## src/hw/rtl/bisc_pkg.sv

```systemverilog
`default_nettype none

package bisc_pkg;

    // Default sizing of the scanner.
    localparam int MAX_DEPTH_DEF   = 32;
    localparam int OFFSET_BITS_DEF = 32;

    // Width of the offsets carried in a result transaction.
    localparam int RESULT_BITS = 32;

    // Bencode characters that steer the scan.
    localparam logic [7:0] CH_DICT  = 8'h64;  // 'd'
    localparam logic [7:0] CH_INT   = 8'h69;  // 'i'
    localparam logic [7:0] CH_LIST  = 8'h6C;  // 'l'
    localparam logic [7:0] CH_END   = 8'h65;  // 'e'
    localparam logic [7:0] CH_COLON = 8'h3A;  // ':'
    localparam logic [7:0] CH_ZERO  = 8'h30;  // '0'
    localparam logic [7:0] CH_NINE  = 8'h39;  // '9'

    // Container kinds held on the nesting stack.
    localparam logic KIND_LIST = 1'b0;
    localparam logic KIND_DICT = 1'b1;

    // Key match progress: four matched characters, or no match possible.
    localparam logic [3:0] KEY_LEN_INFO = 4'd4;
    localparam logic [3:0] NO_MATCH     = 4'd15;

    // One result transaction.
    typedef struct packed {
        logic                   found;
        logic [RESULT_BITS-1:0] span_start;
        logic [RESULT_BITS-1:0] span_end;
    } t_result;

    // Commands to the nesting stack.
    typedef struct packed {
        logic clear;
        logic push;
        logic pop;
        logic kind;
    } t_stack_cmd;

    // Status of the nesting stack.
    typedef struct packed {
        logic empty;
        logic single;
        logic full;
        logic top_kind;
        logic below_kind;
    } t_stack_stat;

    // Character of the key "info" at a given position.
    function automatic logic [7:0] info_char(input logic [1:0] idx);
        logic [7:0] c;
        unique case (idx)
            2'd0: c = 8'h69;  // 'i'
            2'd1: c = 8'h6E;  // 'n'
            2'd2: c = 8'h66;  // 'f'
            2'd3: c = 8'h6F;  // 'o'
            default: c = 8'h00;
        endcase
        return c;
    endfunction

    // True for an ASCII decimal digit.
    function automatic logic is_digit(input logic [7:0] b);
        return (b >= CH_ZERO) && (b <= CH_NINE);
    endfunction

endpackage

`default_nettype wire

```

## src/hw/rtl/bisc_if.sv

```systemverilog
`default_nettype none

// Byte stream into the scanner.
interface bisc_in_if;
    logic       valid;
    logic       ready;
    logic [7:0] data_byte;
    logic       last_byte;

    modport source (output valid, output data_byte, output last_byte, input ready);
    modport sink   (input valid, input data_byte, input last_byte, output ready);
endinterface

// Result stream out of the scanner.
interface bisc_out_if;
    logic        valid;
    logic        ready;
    logic        found;
    logic [31:0] span_start;
    logic [31:0] span_end;

    modport source (output valid, output found, output span_start, output span_end,
                    input ready);
    modport sink   (input valid, input found, input span_start, input span_end,
                    output ready);
endinterface

`default_nettype wire

```

## src/hw/rtl/bisc_stack.sv

```systemverilog
`default_nettype none

// Nesting stack of container kinds. The kinds live in a synchronous memory;
// the two topmost kinds are mirrored in registers, and the entry below those
// is prefetched into a register so that back-to-back pops see it in time.
module bisc_stack #(
    parameter int MAX_DEPTH = bisc_pkg::MAX_DEPTH_DEF
) (
    input  wire                       i_clk,
    input  wire                       i_rst_n,
    input  wire bisc_pkg::t_stack_cmd i_cmd,
    output bisc_pkg::t_stack_stat     o_stat
);

    localparam int DW = $clog2(MAX_DEPTH + 1);
    localparam int AW = $clog2(MAX_DEPTH);

    logic          r_mem [MAX_DEPTH];
    logic [DW-1:0] r_depth;
    logic [DW-1:0] n_depth;
    logic [DW-1:0] w_rd_ptr;
    logic          r_rd_kind;
    logic          r_top_kind;
    logic          r_below_kind;

    // Depth counter.
    always_comb begin
        n_depth = r_depth;
        if (i_cmd.clear) begin
            n_depth = '0;
        end else if (i_cmd.push) begin
            n_depth = r_depth + DW'(1);
        end else if (i_cmd.pop) begin
            n_depth = r_depth - DW'(1);
        end
    end

    always_ff @(posedge i_clk) begin
        if (!i_rst_n) begin
            r_depth <= '0;
        end else begin
            r_depth <= n_depth;
        end
    end

    // Prefetch the entry third from the top of the next depth.
    assign w_rd_ptr = n_depth - DW'(3);

    // Memory: one write on a push, one registered read every cycle.
    always_ff @(posedge i_clk) begin
        if (i_cmd.push && !i_cmd.clear) begin
            r_mem[r_depth[AW-1:0]] <= i_cmd.kind;
        end
        r_rd_kind <= r_mem[w_rd_ptr[AW-1:0]];
    end

    // Registered copies of the two topmost kinds.
    always_ff @(posedge i_clk) begin
        if (i_cmd.push && !i_cmd.clear) begin
            r_top_kind   <= i_cmd.kind;
            r_below_kind <= r_top_kind;
        end else if (i_cmd.pop && !i_cmd.clear) begin
            r_top_kind   <= r_below_kind;
            r_below_kind <= r_rd_kind;
        end
    end

    assign o_stat.empty      = (r_depth == '0);
    assign o_stat.single     = (r_depth == DW'(1));
    assign o_stat.full       = (r_depth == DW'(MAX_DEPTH));
    assign o_stat.top_kind   = r_top_kind;
    assign o_stat.below_kind = r_below_kind;

endmodule

`default_nettype wire

```

## src/hw/rtl/bisc_out_buf.sv

```systemverilog
`default_nettype none

// Two-entry result queue between the scanner and the output channel.
module bisc_out_buf (
    input  wire                    i_clk,
    input  wire                    i_rst_n,
    input  wire                    i_push,
    input  wire bisc_pkg::t_result i_data,
    output logic                   o_full,
    bisc_out_if.source             o_out
);

    bisc_pkg::t_result r_q0;
    bisc_pkg::t_result r_q1;
    logic [1:0]        r_count;
    logic [1:0]        n_count;
    logic              w_pop;
    logic              w_to_head;

    assign w_pop = o_out.valid && o_out.ready;

    // A new result lands in the head when the queue is empty or is being
    // emptied in the same cycle.
    assign w_to_head = (r_count == 2'd0) || (r_count == 2'd1 && w_pop);

    // Occupancy.
    always_comb begin
        n_count = r_count;
        if (i_push && !w_pop) begin
            n_count = r_count + 2'd1;
        end else if (w_pop && !i_push) begin
            n_count = r_count - 2'd1;
        end
    end

    always_ff @(posedge i_clk) begin
        if (!i_rst_n) begin
            r_count <= '0;
        end else begin
            r_count <= n_count;
        end
    end

    // Entry shifting: the head is always in r_q0.
    always_ff @(posedge i_clk) begin
        if (i_push && w_to_head) begin
            r_q0 <= i_data;
        end else if (w_pop) begin
            r_q0 <= r_q1;
        end
        if (i_push && !w_to_head) begin
            r_q1 <= i_data;
        end
    end

    assign o_full           = (r_count == 2'd2);
    assign o_out.valid      = (r_count != 2'd0);
    assign o_out.found      = r_q0.found;
    assign o_out.span_start = r_q0.span_start;
    assign o_out.span_end   = r_q0.span_end;

endmodule

`default_nettype wire

```

## src/hw/rtl/bencode_info_range_scanner.sv

```systemverilog
// Channel   Dir  Signals                                 Transaction
// i_in      in   valid, ready, data_byte, last_byte      one file byte
// o_out     out  valid, ready, found, span_start,        one result per file
//                span_end
//
// One byte is taken every cycle while the two-entry result queue has room.
// Each byte costs a single pass through the scan logic and at most one push
// or pop of the nesting stack memory; a prefetched read keeps pops at full rate.
// A result is queued at the edge that accepts its byte and shown from the next cycle.
// Reset is synchronous and active low; it clears the scan state and the queue.
// The output side stalls the input only when two results are waiting.
`default_nettype none

module bencode_info_range_scanner #(
    parameter int MAX_DEPTH   = bisc_pkg::MAX_DEPTH_DEF,
    parameter int OFFSET_BITS = bisc_pkg::OFFSET_BITS_DEF
) (
    input  wire        i_clk,
    input  wire        i_rst_n,
    bisc_in_if.sink    i_in,
    bisc_out_if.source o_out
);

    localparam int OB = OFFSET_BITS;
    localparam int OW = (OFFSET_BITS > bisc_pkg::RESULT_BITS) ? OFFSET_BITS
                                                              : bisc_pkg::RESULT_BITS;

    // Scan modes.
    localparam logic [3:0] MODE_ROOT_OPEN  = 4'd0;
    localparam logic [3:0] MODE_KEY_START  = 4'd1;
    localparam logic [3:0] MODE_KEY_LEN    = 4'd2;
    localparam logic [3:0] MODE_KEY_BODY   = 4'd3;
    localparam logic [3:0] MODE_VALUE      = 4'd4;
    localparam logic [3:0] MODE_LIST_ITEM  = 4'd5;
    localparam logic [3:0] MODE_STR_LEN    = 4'd6;
    localparam logic [3:0] MODE_STR_BODY   = 4'd7;
    localparam logic [3:0] MODE_INT_BODY   = 4'd8;

    logic [3:0]    r_mode;
    logic [3:0]    n_mode;
    logic [OB-1:0] r_off;
    logic [OB-1:0] n_off;
    logic [OB-1:0] r_rem;
    logic [OB-1:0] n_rem;
    logic [3:0]    r_kmp;
    logic [3:0]    n_kmp;
    logic          r_cur_info;
    logic          n_cur_info;
    logic [OB-1:0] r_info_begin;
    logic [OB-1:0] n_info_begin;
    logic          r_decided;
    logic          n_decided;

    logic                  w_accept;
    logic                  w_full;
    logic [7:0]            w_byte;
    logic                  w_last;
    logic                  w_digit;
    logic [3:0]            w_dval;
    logic [OB+3:0]         w_rem_x10;
    logic                  w_sat;
    logic                  w_match;
    bisc_pkg::t_stack_cmd  w_stk_cmd;
    bisc_pkg::t_stack_stat w_stk;

    logic          w_dec;
    logic          w_dec_found;
    logic [OB-1:0] w_dec_start;
    logic [OB-1:0] w_dec_end;
    logic          w_bv;
    logic          w_bv_dict;
    logic          w_kd;
    logic          w_vd;
    logic          w_vd_pop;
    logic          w_vd_root;
    logic          w_vd_kind;
    logic [OW-1:0] w_start_wide;
    logic [OW-1:0] w_end_wide;
    bisc_pkg::t_result w_res;

    assign w_accept = i_in.valid && i_in.ready;
    assign i_in.ready = !w_full;
    assign w_byte = i_in.data_byte;
    assign w_last = i_in.last_byte;

    // Length digit accumulation with saturation check: ten times the length
    // plus the digit must still fit in the offset width.
    assign w_digit   = bisc_pkg::is_digit(w_byte);
    assign w_dval    = 4'(w_byte - bisc_pkg::CH_ZERO);
    assign w_rem_x10 = ({4'b0, r_rem} << 3) + ({4'b0, r_rem} << 1) + (OB + 4)'(w_dval);
    assign w_sat     = |w_rem_x10[OB+3:OB];

    // Key comparison against "info".
    assign w_match = (r_kmp < bisc_pkg::KEY_LEN_INFO) &&
                     (w_byte == bisc_pkg::info_char(r_kmp[1:0]));

    // Next-state logic of the scanner.
    always_comb begin
        n_mode       = r_mode;
        n_off        = r_off;
        n_rem        = r_rem;
        n_kmp        = r_kmp;
        n_cur_info   = r_cur_info;
        n_info_begin = r_info_begin;
        n_decided    = r_decided;
        w_stk_cmd    = '0;
        w_dec        = 1'b0;
        w_dec_found  = 1'b0;
        w_dec_start  = '0;
        w_dec_end    = '0;
        w_bv         = 1'b0;
        w_bv_dict    = 1'b0;
        w_kd         = 1'b0;
        w_vd         = 1'b0;
        w_vd_pop     = 1'b0;
        w_vd_root    = 1'b0;
        w_vd_kind    = 1'b0;

        if (w_accept) begin
            if (!r_decided) begin
                // Per-mode byte handling.
                unique case (r_mode)
                    MODE_ROOT_OPEN: begin
                        if (w_byte == bisc_pkg::CH_DICT) begin
                            n_mode = MODE_KEY_START;
                        end else begin
                            w_dec = 1'b1;
                        end
                    end
                    MODE_KEY_START: begin
                        if (w_byte == bisc_pkg::CH_END) begin
                            if (w_stk.empty) begin
                                w_dec = 1'b1;
                            end else begin
                                w_stk_cmd.pop = 1'b1;
                                w_vd          = 1'b1;
                                w_vd_pop      = 1'b1;
                            end
                        end else if (w_digit) begin
                            n_rem  = OB'(w_dval);
                            n_mode = MODE_KEY_LEN;
                        end else begin
                            w_dec = 1'b1;
                        end
                    end
                    MODE_KEY_LEN: begin
                        if (w_digit) begin
                            if (w_sat) begin
                                w_dec = 1'b1;
                            end else begin
                                n_rem = w_rem_x10[OB-1:0];
                            end
                        end else if (w_byte == bisc_pkg::CH_COLON) begin
                            n_kmp = (r_rem == OB'(4)) ? 4'd0 : bisc_pkg::NO_MATCH;
                            if (r_rem == '0) begin
                                w_kd = 1'b1;
                            end else begin
                                n_mode = MODE_KEY_BODY;
                            end
                        end else begin
                            w_dec = 1'b1;
                        end
                    end
                    MODE_KEY_BODY: begin
                        n_kmp = w_match ? (r_kmp + 4'd1) : bisc_pkg::NO_MATCH;
                        n_rem = r_rem - OB'(1);
                        if (r_rem == OB'(1)) begin
                            w_kd = 1'b1;
                        end
                    end
                    MODE_VALUE: begin
                        w_bv      = 1'b1;
                        w_bv_dict = 1'b1;
                    end
                    MODE_LIST_ITEM: begin
                        if (w_byte == bisc_pkg::CH_END) begin
                            w_stk_cmd.pop = 1'b1;
                            w_vd          = 1'b1;
                            w_vd_pop      = 1'b1;
                        end else begin
                            w_bv = 1'b1;
                        end
                    end
                    MODE_STR_LEN: begin
                        if (w_digit) begin
                            if (w_sat) begin
                                w_dec = 1'b1;
                            end else begin
                                n_rem = w_rem_x10[OB-1:0];
                            end
                        end else if (w_byte == bisc_pkg::CH_COLON) begin
                            if (r_rem == '0) begin
                                w_vd = 1'b1;
                            end else begin
                                n_mode = MODE_STR_BODY;
                            end
                        end else begin
                            w_dec = 1'b1;
                        end
                    end
                    MODE_STR_BODY: begin
                        n_rem = r_rem - OB'(1);
                        if (r_rem == OB'(1)) begin
                            w_vd = 1'b1;
                        end
                    end
                    MODE_INT_BODY: begin
                        if (w_byte == bisc_pkg::CH_END) begin
                            w_vd = 1'b1;
                        end
                    end
                    default: begin
                        w_dec = 1'b1;
                    end
                endcase

                // Start of a value in a dictionary or list slot.
                if (w_bv) begin
                    if (w_stk.empty) begin
                        n_info_begin = r_off;
                    end
                    if (w_digit) begin
                        n_rem  = OB'(w_dval);
                        n_mode = MODE_STR_LEN;
                    end else if (w_byte == bisc_pkg::CH_INT) begin
                        n_mode = MODE_INT_BODY;
                    end else if (w_byte == bisc_pkg::CH_LIST ||
                                 w_byte == bisc_pkg::CH_DICT) begin
                        if (w_stk.full) begin
                            w_dec = 1'b1;
                        end else begin
                            w_stk_cmd.push = 1'b1;
                            if (w_byte == bisc_pkg::CH_DICT) begin
                                w_stk_cmd.kind = bisc_pkg::KIND_DICT;
                                n_mode         = MODE_KEY_START;
                            end else begin
                                w_stk_cmd.kind = bisc_pkg::KIND_LIST;
                                n_mode         = MODE_LIST_ITEM;
                            end
                        end
                    end else if (w_byte == bisc_pkg::CH_END && w_bv_dict) begin
                        w_vd = 1'b1;
                    end else begin
                        w_dec = 1'b1;
                    end
                end

                // A key is complete: note whether it was the root key "info".
                if (w_kd) begin
                    if (w_stk.empty) begin
                        n_cur_info = (n_kmp == bisc_pkg::KEY_LEN_INFO);
                    end
                    n_mode = MODE_VALUE;
                end

                // A value is complete: return to the enclosing container.
                if (w_vd) begin
                    w_vd_root = w_vd_pop ? w_stk.single : w_stk.empty;
                    w_vd_kind = w_vd_pop ? w_stk.below_kind : w_stk.top_kind;
                    if (w_vd_root) begin
                        if (r_cur_info) begin
                            w_dec       = 1'b1;
                            w_dec_found = 1'b1;
                            w_dec_start = n_info_begin;
                            w_dec_end   = r_off + OB'(1);
                        end else begin
                            n_mode = MODE_KEY_START;
                        end
                    end else if (w_vd_kind == bisc_pkg::KIND_DICT) begin
                        n_mode = MODE_KEY_START;
                    end else begin
                        n_mode = MODE_LIST_ITEM;
                    end
                end

                // The last byte ends an undecided file as not found.
                if (w_last && !w_dec) begin
                    w_dec = 1'b1;
                end
                if (w_dec) begin
                    n_decided = 1'b1;
                end
            end

            n_off = r_off + OB'(1);

            // Rearm for the next file.
            if (w_last) begin
                n_mode          = MODE_ROOT_OPEN;
                n_off           = '0;
                n_rem           = '0;
                n_kmp           = '0;
                n_cur_info      = 1'b0;
                n_info_begin    = '0;
                n_decided       = 1'b0;
                w_stk_cmd.clear = 1'b1;
            end
        end
    end

    always_ff @(posedge i_clk) begin
        if (!i_rst_n) begin
            r_mode       <= MODE_ROOT_OPEN;
            r_off        <= '0;
            r_rem        <= '0;
            r_kmp        <= '0;
            r_cur_info   <= 1'b0;
            r_info_begin <= '0;
            r_decided    <= 1'b0;
        end else begin
            r_mode       <= n_mode;
            r_off        <= n_off;
            r_rem        <= n_rem;
            r_kmp        <= n_kmp;
            r_cur_info   <= n_cur_info;
            r_info_begin <= n_info_begin;
            r_decided    <= n_decided;
        end
    end

    // Result formatting: offsets zero-extended or truncated to the result width.
    assign w_start_wide     = OW'(w_dec_start);
    assign w_end_wide       = OW'(w_dec_end);
    assign w_res.found      = w_dec_found;
    assign w_res.span_start = w_start_wide[bisc_pkg::RESULT_BITS-1:0];
    assign w_res.span_end   = w_end_wide[bisc_pkg::RESULT_BITS-1:0];

    bisc_stack #(
        .MAX_DEPTH (MAX_DEPTH)
    ) u_stack (
        .i_clk   (i_clk),
        .i_rst_n (i_rst_n),
        .i_cmd   (w_stk_cmd),
        .o_stat  (w_stk)
    );

    bisc_out_buf u_out_buf (
        .i_clk   (i_clk),
        .i_rst_n (i_rst_n),
        .i_push  (w_dec),
        .i_data  (w_res),
        .o_full  (w_full),
        .o_out   (o_out)
    );

endmodule

`default_nettype wire

```

## src/flat_wrapper.sv

```systemverilog
// flat-port wrapper written by rule: the top's interface ports become plain ports
module bencode_info_range_scanner_flat 
#(
    parameter int MAX_DEPTH   = bisc_pkg::MAX_DEPTH_DEF,
    parameter int OFFSET_BITS = bisc_pkg::OFFSET_BITS_DEF
)
  (i_clk, i_rst_n, i_in_valid, i_in_data_byte, i_in_last_byte, i_in_ready, o_out_valid, o_out_found, o_out_span_start, o_out_span_end, o_out_ready);
  bisc_in_if i_in_i ();
  bisc_out_if o_out_i ();
  input  wire i_clk;
  input  wire i_rst_n;
  input wire logic [$bits(i_in_i.valid)-1:0] i_in_valid;
  input wire logic [$bits(i_in_i.data_byte)-1:0] i_in_data_byte;
  input wire logic [$bits(i_in_i.last_byte)-1:0] i_in_last_byte;
  output wire logic [$bits(i_in_i.ready)-1:0] i_in_ready;
  output wire logic [$bits(o_out_i.valid)-1:0] o_out_valid;
  output wire logic [$bits(o_out_i.found)-1:0] o_out_found;
  output wire logic [$bits(o_out_i.span_start)-1:0] o_out_span_start;
  output wire logic [$bits(o_out_i.span_end)-1:0] o_out_span_end;
  input wire logic [$bits(o_out_i.ready)-1:0] o_out_ready;
  assign i_in_i.valid = i_in_valid;
  assign i_in_i.data_byte = i_in_data_byte;
  assign i_in_i.last_byte = i_in_last_byte;
  assign i_in_ready = i_in_i.ready;
  assign o_out_valid = o_out_i.valid;
  assign o_out_found = o_out_i.found;
  assign o_out_span_start = o_out_i.span_start;
  assign o_out_span_end = o_out_i.span_end;
  assign o_out_i.ready = o_out_ready;
  bencode_info_range_scanner #(.MAX_DEPTH(MAX_DEPTH), .OFFSET_BITS(OFFSET_BITS)) u_core (.i_clk(i_clk), .i_rst_n(i_rst_n), .i_in(i_in_i), .o_out(o_out_i));
endmodule
```

## config.mk

```make
export PLATFORM = sky130hd
export DESIGN_NAME = bencode_info_range_scanner_flat
export DESIGN_NICKNAME = d
export VERILOG_FILES = /design/src/hw/rtl/bisc_pkg.sv /design/src/hw/rtl/bisc_if.sv /design/src/hw/rtl/bisc_stack.sv /design/src/hw/rtl/bisc_out_buf.sv /design/src/hw/rtl/bencode_info_range_scanner.sv /design/src/flat_wrapper.sv
export SDC_FILE = /design/constraint.sdc
export NUM_CORES = 1
export LEC_CHECK = 0
export BUFFER_PORTS_ARGS = -buffer_cell sky130_fd_sc_hd__clkbuf_2
export CORE_AREA = 2 2 166 168
export CTS_CLUSTER_DIAMETER = 40
export CTS_CLUSTER_SIZE = 12
export DETAILED_ROUTE_END_ITERATION = 10
export DIE_AREA = 0 0 168 170
export GPL_TIMING_DRIVEN = 0
export PLACE_DENSITY_LB_ADDON = 0.2
export SLEW_MARGIN = 20
export SYNTH_ARGS = -nofsm -noshare
export SYNTH_HDL_FRONTEND = slang
export SYNTH_SLANG_ARGS = --single-unit
```

## constraint.sdc

```tcl
create_clock -name i_clk -period 9.6 [get_ports i_clk]
set_input_delay 1.92 -clock i_clk [delete_from_list [all_inputs] [get_ports i_clk]]
set_output_delay 1.92 -clock i_clk [all_outputs]
set_load 0.01 [all_outputs]
```

### Yosys cells after proc, flatten, opt, wreduce, memory -nomap -nowiden

Memory sizes are Yosys's and may differ from the RTL's. A register that Yosys moved wholly into a read port is not among the register bits.
Cells that the tools add are included.

| operators by class | value |
|---|---|
| reductions and logical operators | 39 |
| $lt $le $gt $ge | 3 |
| add/subtract/negate cells | 11 |
| div/mod/pow operators | 0 |
| multiplexer cells | 150 |
| $mul | 0 |
| eq/ne operators | 25 |
| shifts and indexed selects | 0 |
| bitwise gates (word level) | 0 |

Operators with widths:

| kind | count |
|---|---|
| 2-to-1 mux 32 bit | 23 |
| 2-to-1 mux 65 bit | 2 |
| 2-to-1 mux 4 bit | 29 |
| case mux 32 bit (3 select lines) | 1 |
| 2-to-1 mux 1 bit | 79 |
| adder 35 x 33 -> 36 bit | 1 |
| adder 36 x 4 -> 36 bit | 1 |
| adder 32 x 1 -> 32 bit (second input constant) | 1 |
| == test 32 x 1 -> 1 bit (second input constant) | 1 |
| == test 32 x 3 -> 1 bit (second input constant) | 1 |
| == test 8 x 7 -> 1 bit (second input constant) | 4 |
| logical NOT 32 bit | 1 |
| case mux 8 bit (4 select lines) | 1 |
| subtractor 32 x 1 -> 32 bit (second input constant) | 1 |
| == test 4 x 3 -> 1 bit (second input constant) | 5 |
| 2-to-1 mux 6 bit | 3 |
| case mux 4 bit (4 select lines) | 1 |
| logical AND 1 bit | 13 |
| nonzero test 2 bit | 6 |
| 2-to-1 mux 3 bit | 3 |
| == test 4 x 2 -> 1 bit (second input constant) | 2 |
| == test 8 x 6 -> 1 bit (second input constant) | 1 |
| == test 8 bit | 1 |
| greater-or-equal comparator 8 x 6 -> 1 bit (second input constant) | 1 |
| 30 further kinds | 46 |

| storage, ports and cells | value |
|---|---|
| bits in writable memories | 32 |
| word-level logic and storage cells | 246 |
| register bits | 246 |
| output and inout bits | 67 |
| latch bits | 0 |
| bits in read-only memories | 0 |
| bits of input ports | 13 |
| memories | 1 |

Memory list:

| memory | words | width | read ports | clocked after Yosys merged registers in | wr ports | line | text |
|---|---|---|---|---|---|---|---|
| u_core.u_stack.r_mem | 32 | 1 | 1 | 1 | 1 | bisc_stack.sv:18 | `logic r_mem [MAX_DEPTH];` |

### Depth between registers and ports, before layout

Gate-level depths: netlist (run 1).

| depth | value |
|---|---|
| word-level depth | 27 |
| depth in mapped cells | 20 |
| mapped depth without buffers | 18 |

### By module

From an unflattened synthesis (run 1), not the netlist that was laid out.

| second synthesis, totals | value |
|---|---|
| cell total of the unflattened synthesis | 1927 |
| area, all modules | 17410.4 µm² |

Modules (own cells, without submodules):

| module | cells an instance | seq. area each (µm²) | instances | area each (µm²) |
|---|---|---|---|---|
| bencode_info_range_scanner | 1386 | 2122.0 | 1 | 9585.4 |
| bisc_out_buf | 376 | 3943.8 | 1 | 5721.7 |
| bisc_stack | 165 | 1161.1 | 1 | 2103.3 |

### Worst setup path after synthesis (run 1)

No wires, ideal clock.

| timing | value |
|---|---|
| kind | input -> register |
| start | input port i_in_data_byte[3] |
| end | register u_core.u_out_buf.r_q1[0] (netlist bit), enable pin |
| data required time | 9112 ps |
| slack | 1392 ps |
| cell stages on the path | 14 |
| setup time | 488 ps |
| buffers on the path | 2 |
| arrival time | 7719 ps |
| cell sequence | clkbuf_1 > inv_1 > fa_1 > fa_1 > nor2b_1 > o2111ai_1 > a211oi_1 > o31a_1 > nor4_1 > o32a_1 > buf_2 > nand3_1 > a311oi_1 > nor2_1 |

| between the ends | value |
|---|---|
| word-level cells in the longest chain between the ends | 24 |
| elaborated cells on any way between the ends | 59 |
| classes of those cells | 2 x add/sub; 2 x order compare; 5 x eq/ne; 43 x mux; 7 x reduce/logical |

RTL lines:

| item | line | text |
|---|---|---|
| from (decl) | flat_wrapper.sv:13 | `input wire logic [$bits(i_in_i.data_byte)-1:0] i_in_data_byte;` |
| subtractor 4 x 1 -> 4 bit | bencode_info_range_scanner.sv:89 | `assign w_dval = 4'(w_byte - bisc_pkg::CH_ZERO);` |
| adder 36 x 4 -> 36 bit | bencode_info_range_scanner.sv:90 | `assign w_rem_x10 = ({4'b0, r_rem} << 3) + ({4'b0, r_rem} << 1) + (OB + 4)'(w_dval);` |
| OR reduction 4 bit | bencode_info_range_scanner.sv:91 | `assign w_sat = \|w_rem_x10[OB+3:OB];` |
| 2-to-1 mux 1 bit | bencode_info_range_scanner.sv:148, bencode_info_range_scanner.sv:186 |  |
| 2-to-1 mux 1 bit | bencode_info_range_scanner.sv:147 | `if (w_digit) begin` |
| case mux 1 bit (4 select lines) | bencode_info_range_scanner.sv:122 | `unique case (r_mode)` |
| 2-to-1 mux 1 bit, on equally long branches | bencode_info_range_scanner.sv:241, bencode_info_range_scanner.sv:229 |  |
| 2-to-1 mux 1 bit | bencode_info_range_scanner.sv:227 | `end else if (w_byte == bisc_pkg::CH_LIST \|\|` |
| (+8 left out) | -- |  |
| logical NOT 1 bit | bencode_info_range_scanner.sv:277 | `if (w_last && !w_dec) begin` |
| logical AND 1 bit | bencode_info_range_scanner.sv:277 |  |
| 2-to-1 mux 1 bit (*) | bencode_info_range_scanner.sv:277 |  |
| 2-to-1 mux 1 bit (*) | bencode_info_range_scanner.sv:120 | `if (!r_decided) begin` |
| 2-to-1 mux 1 bit (*) | bencode_info_range_scanner.sv:119 | `if (w_accept) begin` |
| 2-to-1 mux 1 bit (*) | bencode_info_range_scanner.sv:120 |  |
| 2-to-1 mux 1 bit (*) | bencode_info_range_scanner.sv:119 |  |
| logical AND 1 bit (*) | bisc_out_buf.sv:51 | `if (i_push && !w_to_head) begin` |
| to (signal assigned) | bisc_out_buf.sv:52 | `r_q1 <= i_data;` |
| to (decl) | bisc_out_buf.sv:14 | `bisc_pkg::t_result r_q1;` |

Every way passes the cells marked *; elsewhere a longest branch is shown, timed or not. The select of a mux whose other input is x is not followed.
A chain may end at the register's enable or synchronous reset.

### Worst setup path in the final report (run 1)

| timing | value |
|---|---|
| start | input port i_in_data_byte[3] |
| end | register u_core.u_out_buf.r_count[1] |

| between the ends | value |
|---|---|
| word-level cells in the longest chain between the ends | 26 |
| elaborated cells on any way between the ends | 63 |
| classes of those cells | 2 x add/sub; 2 x order compare; 5 x eq/ne; 44 x mux; 10 x reduce/logical |

RTL lines:

| item | line | text |
|---|---|---|
| subtractor 4 x 1 -> 4 bit | bencode_info_range_scanner.sv:89 |  |
| adder 36 x 4 -> 36 bit | bencode_info_range_scanner.sv:90 |  |
| OR reduction 4 bit | bencode_info_range_scanner.sv:91 |  |
| 2-to-1 mux 1 bit | bencode_info_range_scanner.sv:148, bencode_info_range_scanner.sv:186 |  |
| 2-to-1 mux 1 bit | bencode_info_range_scanner.sv:147 |  |
| case mux 1 bit (4 select lines) | bencode_info_range_scanner.sv:122 |  |
| 2-to-1 mux 1 bit, on equally long branches | bencode_info_range_scanner.sv:241, bencode_info_range_scanner.sv:229 |  |
| 2-to-1 mux 1 bit | bencode_info_range_scanner.sv:227 |  |
| (+10 left out) | -- |  |
| 2-to-1 mux 1 bit (*) | bencode_info_range_scanner.sv:277 |  |
| 2-to-1 mux 1 bit (*) | bencode_info_range_scanner.sv:120 |  |
| 2-to-1 mux 1 bit (*) | bencode_info_range_scanner.sv:119 |  |
| 2-to-1 mux 1 bit (*) | bencode_info_range_scanner.sv:120 |  |
| 2-to-1 mux 1 bit (*) | bencode_info_range_scanner.sv:119 |  |
| logical NOT 1 bit | bisc_out_buf.sv:31 | `end else if (w_pop && !i_push) begin` |
| logical AND 1 bit | bisc_out_buf.sv:31 |  |
| nonzero test 2 bit (no line) | -- |  |
| to (signal assigned) | bisc_out_buf.sv:40 | `r_count <= n_count;` |
| to (decl) | bisc_out_buf.sv:15 | `logic [1:0] r_count;` |

Marks and branches as above.

==> results of run 1 <==
==> cell usage after synthesis (4+ instances only) <==
cell type / n / area [um2]
nor2b_1: 9 / 56.3
nand2b_1: 8 / 50.1
o21ai_0: 103 / 515
xnor2_1: 44 / 385
or3_1: 20 / 125
mux4_2: 9 / 203
ha_1: 78 / 976
and3_1: 12 / 75.1
buf_6: 5 / 56.3
and2_1: 15 / 93.8
mux2i_1: 9 / 90.1
nor3b_1: 6 / 45.0
nand2_1: 167 / 627
nor3_1: 42 / 210
and4_1: 4 / 35.0
a211o_1: 6 / 52.6
a221oi_1: 5 / 43.8
nand4_1: 23 / 144
o21a_1: 8 / 60.1
o2111ai_1: 4 / 35.0
nor4_1: 25 / 156
a31oi_1: 26 / 163
edfxtp_1: 164 / 4920
a22oi_1: 50 / 375
inv_1: 38 / 143
mux2_2: 31 / 349
xor2_1: 26 / 228
a221o_1: 15 / 150
a21o_1: 13 / 97.6
o211ai_1: 5 / 37.5
a211oi_1: 17 / 128
clkbuf_1: 102 / 383
nand3_1: 42 / 210
a311oi_1: 7 / 61.3
nor2_1: 240 / 901
o31ai_1: 6 / 45.0
a21oi_1: 154 / 771
buf_1: 8 / 30.0
dfxtp_1: 115 / 2300
buf_2: 15 / 75.1
mux2_4: 39 / 586
==> state kept, by name, summed over array words and instances (netlist names) <==
name,cells
u_core.r_cur_info,1
u_core.r_decided,1
u_core.r_info_begin,32
u_core.r_kmp,4
u_core.r_mode,4
u_core.r_off,32
u_core.r_rem,32
u_core.u_out_buf.o_out.found,1
u_core.u_out_buf.o_out.span_end,32
u_core.u_out_buf.o_out.span_start,32
u_core.u_out_buf.r_count,2
u_core.u_out_buf.r_q1,65
u_core.u_stack.r_below_kind,1
u_core.u_stack.r_depth,6
u_core.u_stack.r_mem,32
u_core.u_stack.r_rd_kind,1
u_core.u_stack.r_top_kind,1
==> routing by layer <==
layer / share of wire, % / wire [um]
met1: 45 / 20100
met4: 2.4 / 1090
met3: 6.9 / 3080
met5: 0 / 0
met2: 46 / 20500
==> layout by cell type (no fill, tap or decap), types with 26 or more instances in the layout <==
cell,n
mux2_2,31
clkbuf_16,39
a21oi_1,154
nor3_1,42
nand2_1,166
o21ai_0,103
xor2_1,26
nor2_1,238
clkbuf_1,112
a22oi_1,50
xnor2_1,44
clkbuf_2,78
ha_1,78
a31oi_1,26
dfxtp_1,115
mux2_4,39
edfxtp_1,164
inv_1,38
nand3_1,42
==> critical path, cell delays in order <==
cell	delay, ns
clkbuf_1	0.34
inv_1	0.19
fa_1	0.63
inv_1	0.06
ha_1	0.28
a21o_1	0.20
nand4_1	0.22
a211oi_1	0.12
or3_1	0.47
a211o_1	0.36
a211oi_1	0.29
buf_2	0.37
nand3_1	0.40
a311oi_1	0.59
nor2_1	0.18
ha_1	0.39
nor2_1	0.06
a21oi_1	0.13
nor2_1	0.05
==> area by class of cell <==
class                   instances  area share [%]
clock buffers                  50            5.45
repair buffers                 81            2.52
flip-flops and latches        279            38.3
clock inverters                17            1.20
multi-input cells            1338            46.5
plain buffers                 131            2.91
well taps                     341            2.26
inverters                      38           0.757
==> through the flow <==
stage	total power, mW	setup WS [ns]	hold WS [ns]	TNS (ns)	instances
finish	3.86	2.71	0.514	0	2275
CTS	3.86	2.82	0.514	0	2275
global route	3.99	2.34	0.542	0	2275
global placement	2.44	-0.801	0.490	-51.51	2204
floorplan	2.17	1.39	0.473	0	1786
detailed placement	2.48	2.31	0.501	0	2208
==> report_power, final <==
| part | internal, mW | leakage, nW | switching (mW) |
|---|---|---|---|
| combinational | 0.339 | 3.97 | 0.559 |
| clock | 0.868 | 0.605 | 0.527 |
| sequential | 1.51 | 2.52 | 0.0523 |
| total | 2.72 | 7.09 | 1.14 |
==> final timing paths <==
kind | start | end | slack, ns | depth (start not counted)
max reg2reg | u_core.r_rem[0] | u_core.u_out_buf.r_count[1] | 4.01 | 17
max | i_in_data_byte[3] | u_core.u_out_buf.r_count[1] | 2.71 | 19
min reg2reg | u_core.r_info_begin[16] | u_core.r_info_begin[16] | 0.51 | 2
min | u_core.r_info_begin[16] | u_core.r_info_begin[16] | 0.51 | 2
==> cells by family after synthesis <==
family / share of synthesized area, %
AO/OA/AOI/OAI: 17.5
XOR/XNOR: 3.68
flip-flops: 43.3
buffers and inverters: 4.15
AND/OR/NAND/NOR: 17.6
adder cells (fa/ha/maj): 6.09
multiplexers: 7.56
==> flow_summary.json, run 1 <==
{
  "synth_nets": 1879,
  "clockBufferDepth": 3,
  "numCtsBuffers": 37,
  "grt.busiest_layer": "met2",
  "maxCapViolCount": 0,
  "critPathArrivalTime_ns": 7.27,
  "ys.flop_type": "edfxtp_1",
  "rows": 60,
  "multiInputGateArea_um2": 8770,
  "synth_cells": 1786,
  "n_antenna_cell": 0,
  "h-tree-depth": 2,
  "fin_util_pct": 70.7,
  "ys_seq_elements": 279,
  "worstPathMaxFanout": 10,
  "antenna_found_initial": 0,
  "use_met2_pct": 50.2,
  "first_iter_violations": 1464,
  "synth-seq-area-share_pct": 43.3,
  "fin_crit_ns": 6.89,
  "final_area_um2": 18800,
  "track_usage_pct": 31.0,
  "cts_sinks": 279,
  "cts.root.buffer_cell": "clkbuf_16",
  "avgSynthCellArea_um2": 9.34,
  "totalWireLength_um": 44800,
  "yosysWarnings": 0,
  "peakVddDrop_mv": 0.142,
  "cts_setup_buffers": 0,
  "tritoncts": "done",
  "clkLatencyLatePin_ns": 0.53,
  "leakagePower_nw": 7.09,
  "core-area_um2": 26700,
  "fill_cells": 2022,
  "dieArea_um2": 28600,
  "place.gp.congestion": 0.936,
  "grt_pass1_wl_um": 71600,
  "place_hpwl_um": 32200,
  "clk_pin_slew_ns": 0.06,
  "wire_per_inst_um": 19.7,
  "grtUsageMet3_pct": 3.49,
  "die_w_um": 168,
  "worst_hold_path_type": "register to register",
  "cts_hold_buf": 0,
  "ys_types": 86,
  "rsz0062_at_grt": "no",
  "synth_area_um2": 16700,
  "dpl_cell_area_um2": 17600,
  "worstSetupEndpointType": "register",
  "relSlewSlack_pct": 39.4,
  "status": "finished clean",
  "regArea_um2": 7230,
  "fmax_mhz": 145,
  "setup_viol": 0,
  "grt_pass1_vias": 13800,
  "path_class": "primary input to register",
  "period_share_pct": 71.8,
  "area_growth_pct": 13.0,
  "worst_pin_slew_ns": 0.900,
  "start_kind": "primary input",
  "final_nets": 1999,
  "slew_viol_final": 0,
  "grt_overflow": 0,
  "ant_nets": 0,
  "skew_ns": 0.0248,
  "power_density_nw_per_um2": 205,
  "die_h_um": 170,
  "io_buffers": 77,
  "io_pins": 80,
  "gr-usage-met1_pct": 43.6,
  "vias": 14400,
  "route.detailed.drc": 0,
  "cts-resized-gates": 0,
  "ys_async_sr_fraction_pct": 0,
  "detailedRoute.firstPassIterationCount": 7,
  "hold_viol": 0,
  "grt_max_degree": 63,
  "synth_edf_count": 164,
  "required_ns": 9.97,
  "start_util_pct": 62.6,
  "viasPerCell": 6.33,
  "drive_gt1_share_pct": 13.0
}
No activity file was read; power rests on OpenSTA's default activity.
==> inputs of run 2 (changes only) <==
- clock period: 9.6 -> 6.7 ns (I/O delays scaled with it)
==> run 2 against run 1 <==
Net effect:
- via count rose by 0.10%
- first-iteration DRC count rose by 7.7%
- clock skew fell by 0.0022 ns
- combinational power rose by 41%
- largest power group unchanged
- critical path type unchanged
==> flow_summary.json, run 2 (synthesized netlist as in run 1, its figures left out) <==
{
  "cts_hold_buf": 0,
  "worstPathMaxFanout": 10,
  "fin_ws_ns": 0.479,
  "clkLatencyLatePin_ns": 0.53,
  "track_usage_pct": 30.7,
  "required_ns": 7.07,
  "hold_depth": 2,
  "grt_max_degree": 64,
  "detailedRoute.firstPassIterationCount": 8,
  "grt_pass1_vias": 13900,
  "ant_nets": 0,
  "worst_hold_path_type": "register to register",
  "pwr-share-seq_pct": 42.1,
  "clk_pin_slew_ns": 0.06,
  "cp_slowest_cell": "a311oi_1",
  "start_kind": "primary input",
  "totalWireLength_um": 43800,
  "p_clk_share_pct": 34.0,
  "cts_setup_buffers": 0,
  "use_met2_pct": 48.3,
  "fin_crit_ns": 6.22,
  "place.gp.congestion": 0.945,
  "drive_gt1_share_pct": 12.7,
  "worst_pin_slew_ns": 0.919,
  "cts-resized-gates": 0,
  "rows": 60,
  "timing.rr.start": "u_core.r_rem[0]",
  "relSlewSlack_pct": 38.5,
  "grtUsageMet3_pct": 4.37,
  "worstSetupEndpointType": "register",
  "rsz0062_at_grt": "no",
  "place_ws_ns": 0.0781,
  "most-common-layout-cells": "nor2_1 (238), nand2_1 (166), edfxtp_1 (164), a21oi_1 (154), dfxtp_1 (115)",
  "r2r_slack_ns": 1.20,
  "core-area_um2": 26700,
  "path_class": "primary input to register",
  "hold_path_end": "u_core.r_info_begin[27]",
  "final_common_cell": "nor2_1",
  "h-tree-depth": 2,
  "grt_overflow": 0,
  "vias": 14400,
  "p_total_mw": 5.31,
  "worstPathCellList": "clkbuf_1 > inv_1 > fa_1 > fa_1 > nor2b_1 > o2111ai_1 > a211oi_1 > o31ai_1 > o221ai_1 > o32a_1 > buf_2 > nand3_1 > a311oi_1 > nor2_1 > ha_1 > xor2_1 > nor2_1 > a21oi_1 > nor2_1",
  "wire_per_inst_um": 19.3,
  "leakagePower_nw": 7.01,
  "die_w_um": 168,
  "grt_pass1_wl_um": 70800,
  "tritoncts": "done",
  "numCtsBuffers": 35,
  "slew_viol_final": 0,
  "period_share_pct": 92.9,
  "first_iter_violations": 1577,
  "cts_sinks": 279,
  "cts.root.buffer_cell": "clkbuf_16",
  "antenna_found_initial": 0,
  "n_antenna_cell": 0,
  "final_nets": 1997,
  "power_density_nw_per_um2": 284,
  "largest_reg_flops": 65,
  "status": "finished clean",
  "crit_path_max_incr_delay_ns": 0.59,
  "dieArea_um2": 28600,
  "io_buffers": 77,
  "worst_r2r_endpoint": "u_core.u_out_buf.r_count[1]",
  "swShare_pct": 30.0,
  "r2r_cells": 18,
  "clockBufferDepth": 3,
  "peakVddDrop_mv": 0.195,
  "skew_ns": 0.0226,
  "start_util_pct": 62.6,
  "place_hpwl_um": 31800,
  "combPwrFrac_pct": 23.9,
  "die_h_um": 170,
  "fmax_mhz": 161,
  "area_growth_pct": 12.1,
  "p_switching_mw": 1.59,
  "internal_power_mw": 3.72,
  "grt.busiest_layer": "met2",
  "route.detailed.drc": 0,
  "gr-usage-met1_pct": 42.8,
  "crit_top_cell": "nor2_1",
  "critPathArrivalTime_ns": 6.60,
  "maxCapViolCount": 0,
  "setup_viol": 0,
  "io_pins": 80,
  "hold_viol": 0,
  "min-delay-start": "u_core.r_info_begin[27]",
  "top_register": "u_core.u_out_buf.r_q1",
  "viasPerCell": 6.35
}
## run 2: cell types whose count changed in the layout (fill, tap and decap cells not counted), moves of 2 or more
cell	delta
clkinvlp_4	+2
bufinv_16	-2
clkbuf_16	-4
clkinv_2	-2
## run 2: worst max-delay path by stage
stage | end | cells after the start | startpoint
6_report | u_core.u_out_buf.r_count[1] | 19 | i_in_data_byte[3]
5_1_grt | u_core.u_out_buf.r_count[1] | 19 | i_in_data_byte[3]
4_1_cts | u_core.u_out_buf.r_count[1] | 19 | i_in_data_byte[3]
2_1_floorplan | u_core.u_out_buf.r_q1[0] | 14 | i_in_data_byte[3]
3_3_place_gp | u_core.u_out_buf.r_q1[38] | 14 | i_in_data_byte[3]
3_5_place_dp | u_core.u_out_buf.r_count[1] | 20 | i_in_data_byte[3]
## run 2: per-stage QoR
step / setup TNS, ns / area [um2] / utilization (%) / hold slack [ns] / instances
final: 0 / 18700 / 70.1 / 0.515 / 2270
after global routing: 0 / 18700 / 70.1 / 0.536 / 2270
after CTS: 0 / 18700 / 70.1 / 0.509 / 2270
after detailed placement: 0 / 17600 / 66.0 / 0.500 / 2208
after global placement: -167.56 / 17500 / 65.6 / 0.490 / 2204
after floorplan: 0 / 16700 / - / 0.473 / 1786
## run 2: power by group through the flow
stage               sequential, mW  combinational (mW)  clock (mW)
finish                        2.24                1.27        1.80
global route                  2.26                1.37        1.88
CTS                           2.24                1.27        1.82
detailed placement            2.27                1.26           0
global placement              2.29                1.19           0
floorplan                     2.37               0.727           0
## run 2: metal layers
metal	up-vias	routed length, um
met2	646	19700
met3	131	3270
li1	6816	-
met1	6814	19200
met4	0	1680
met5	-	0
## run 2: layout make-up
type	instances	area, um2
fill	2066	7960
clock buffer	47	931
inverter	38	143
timing repair buffer	81	468
multi-input combinational	1338	8770
sequential	279	7230
buffer	131	549
tap	341	427
clock inverter	15	169
## run 2: worst max-delay path: cells and delay by family
family	cells	cell delay [ns]
compound gates	7	2.16
simple gates	5	0.84
xor+xnor	1	0.16
buf+inv	3	0.82
fa+ha+maj	3	1.28
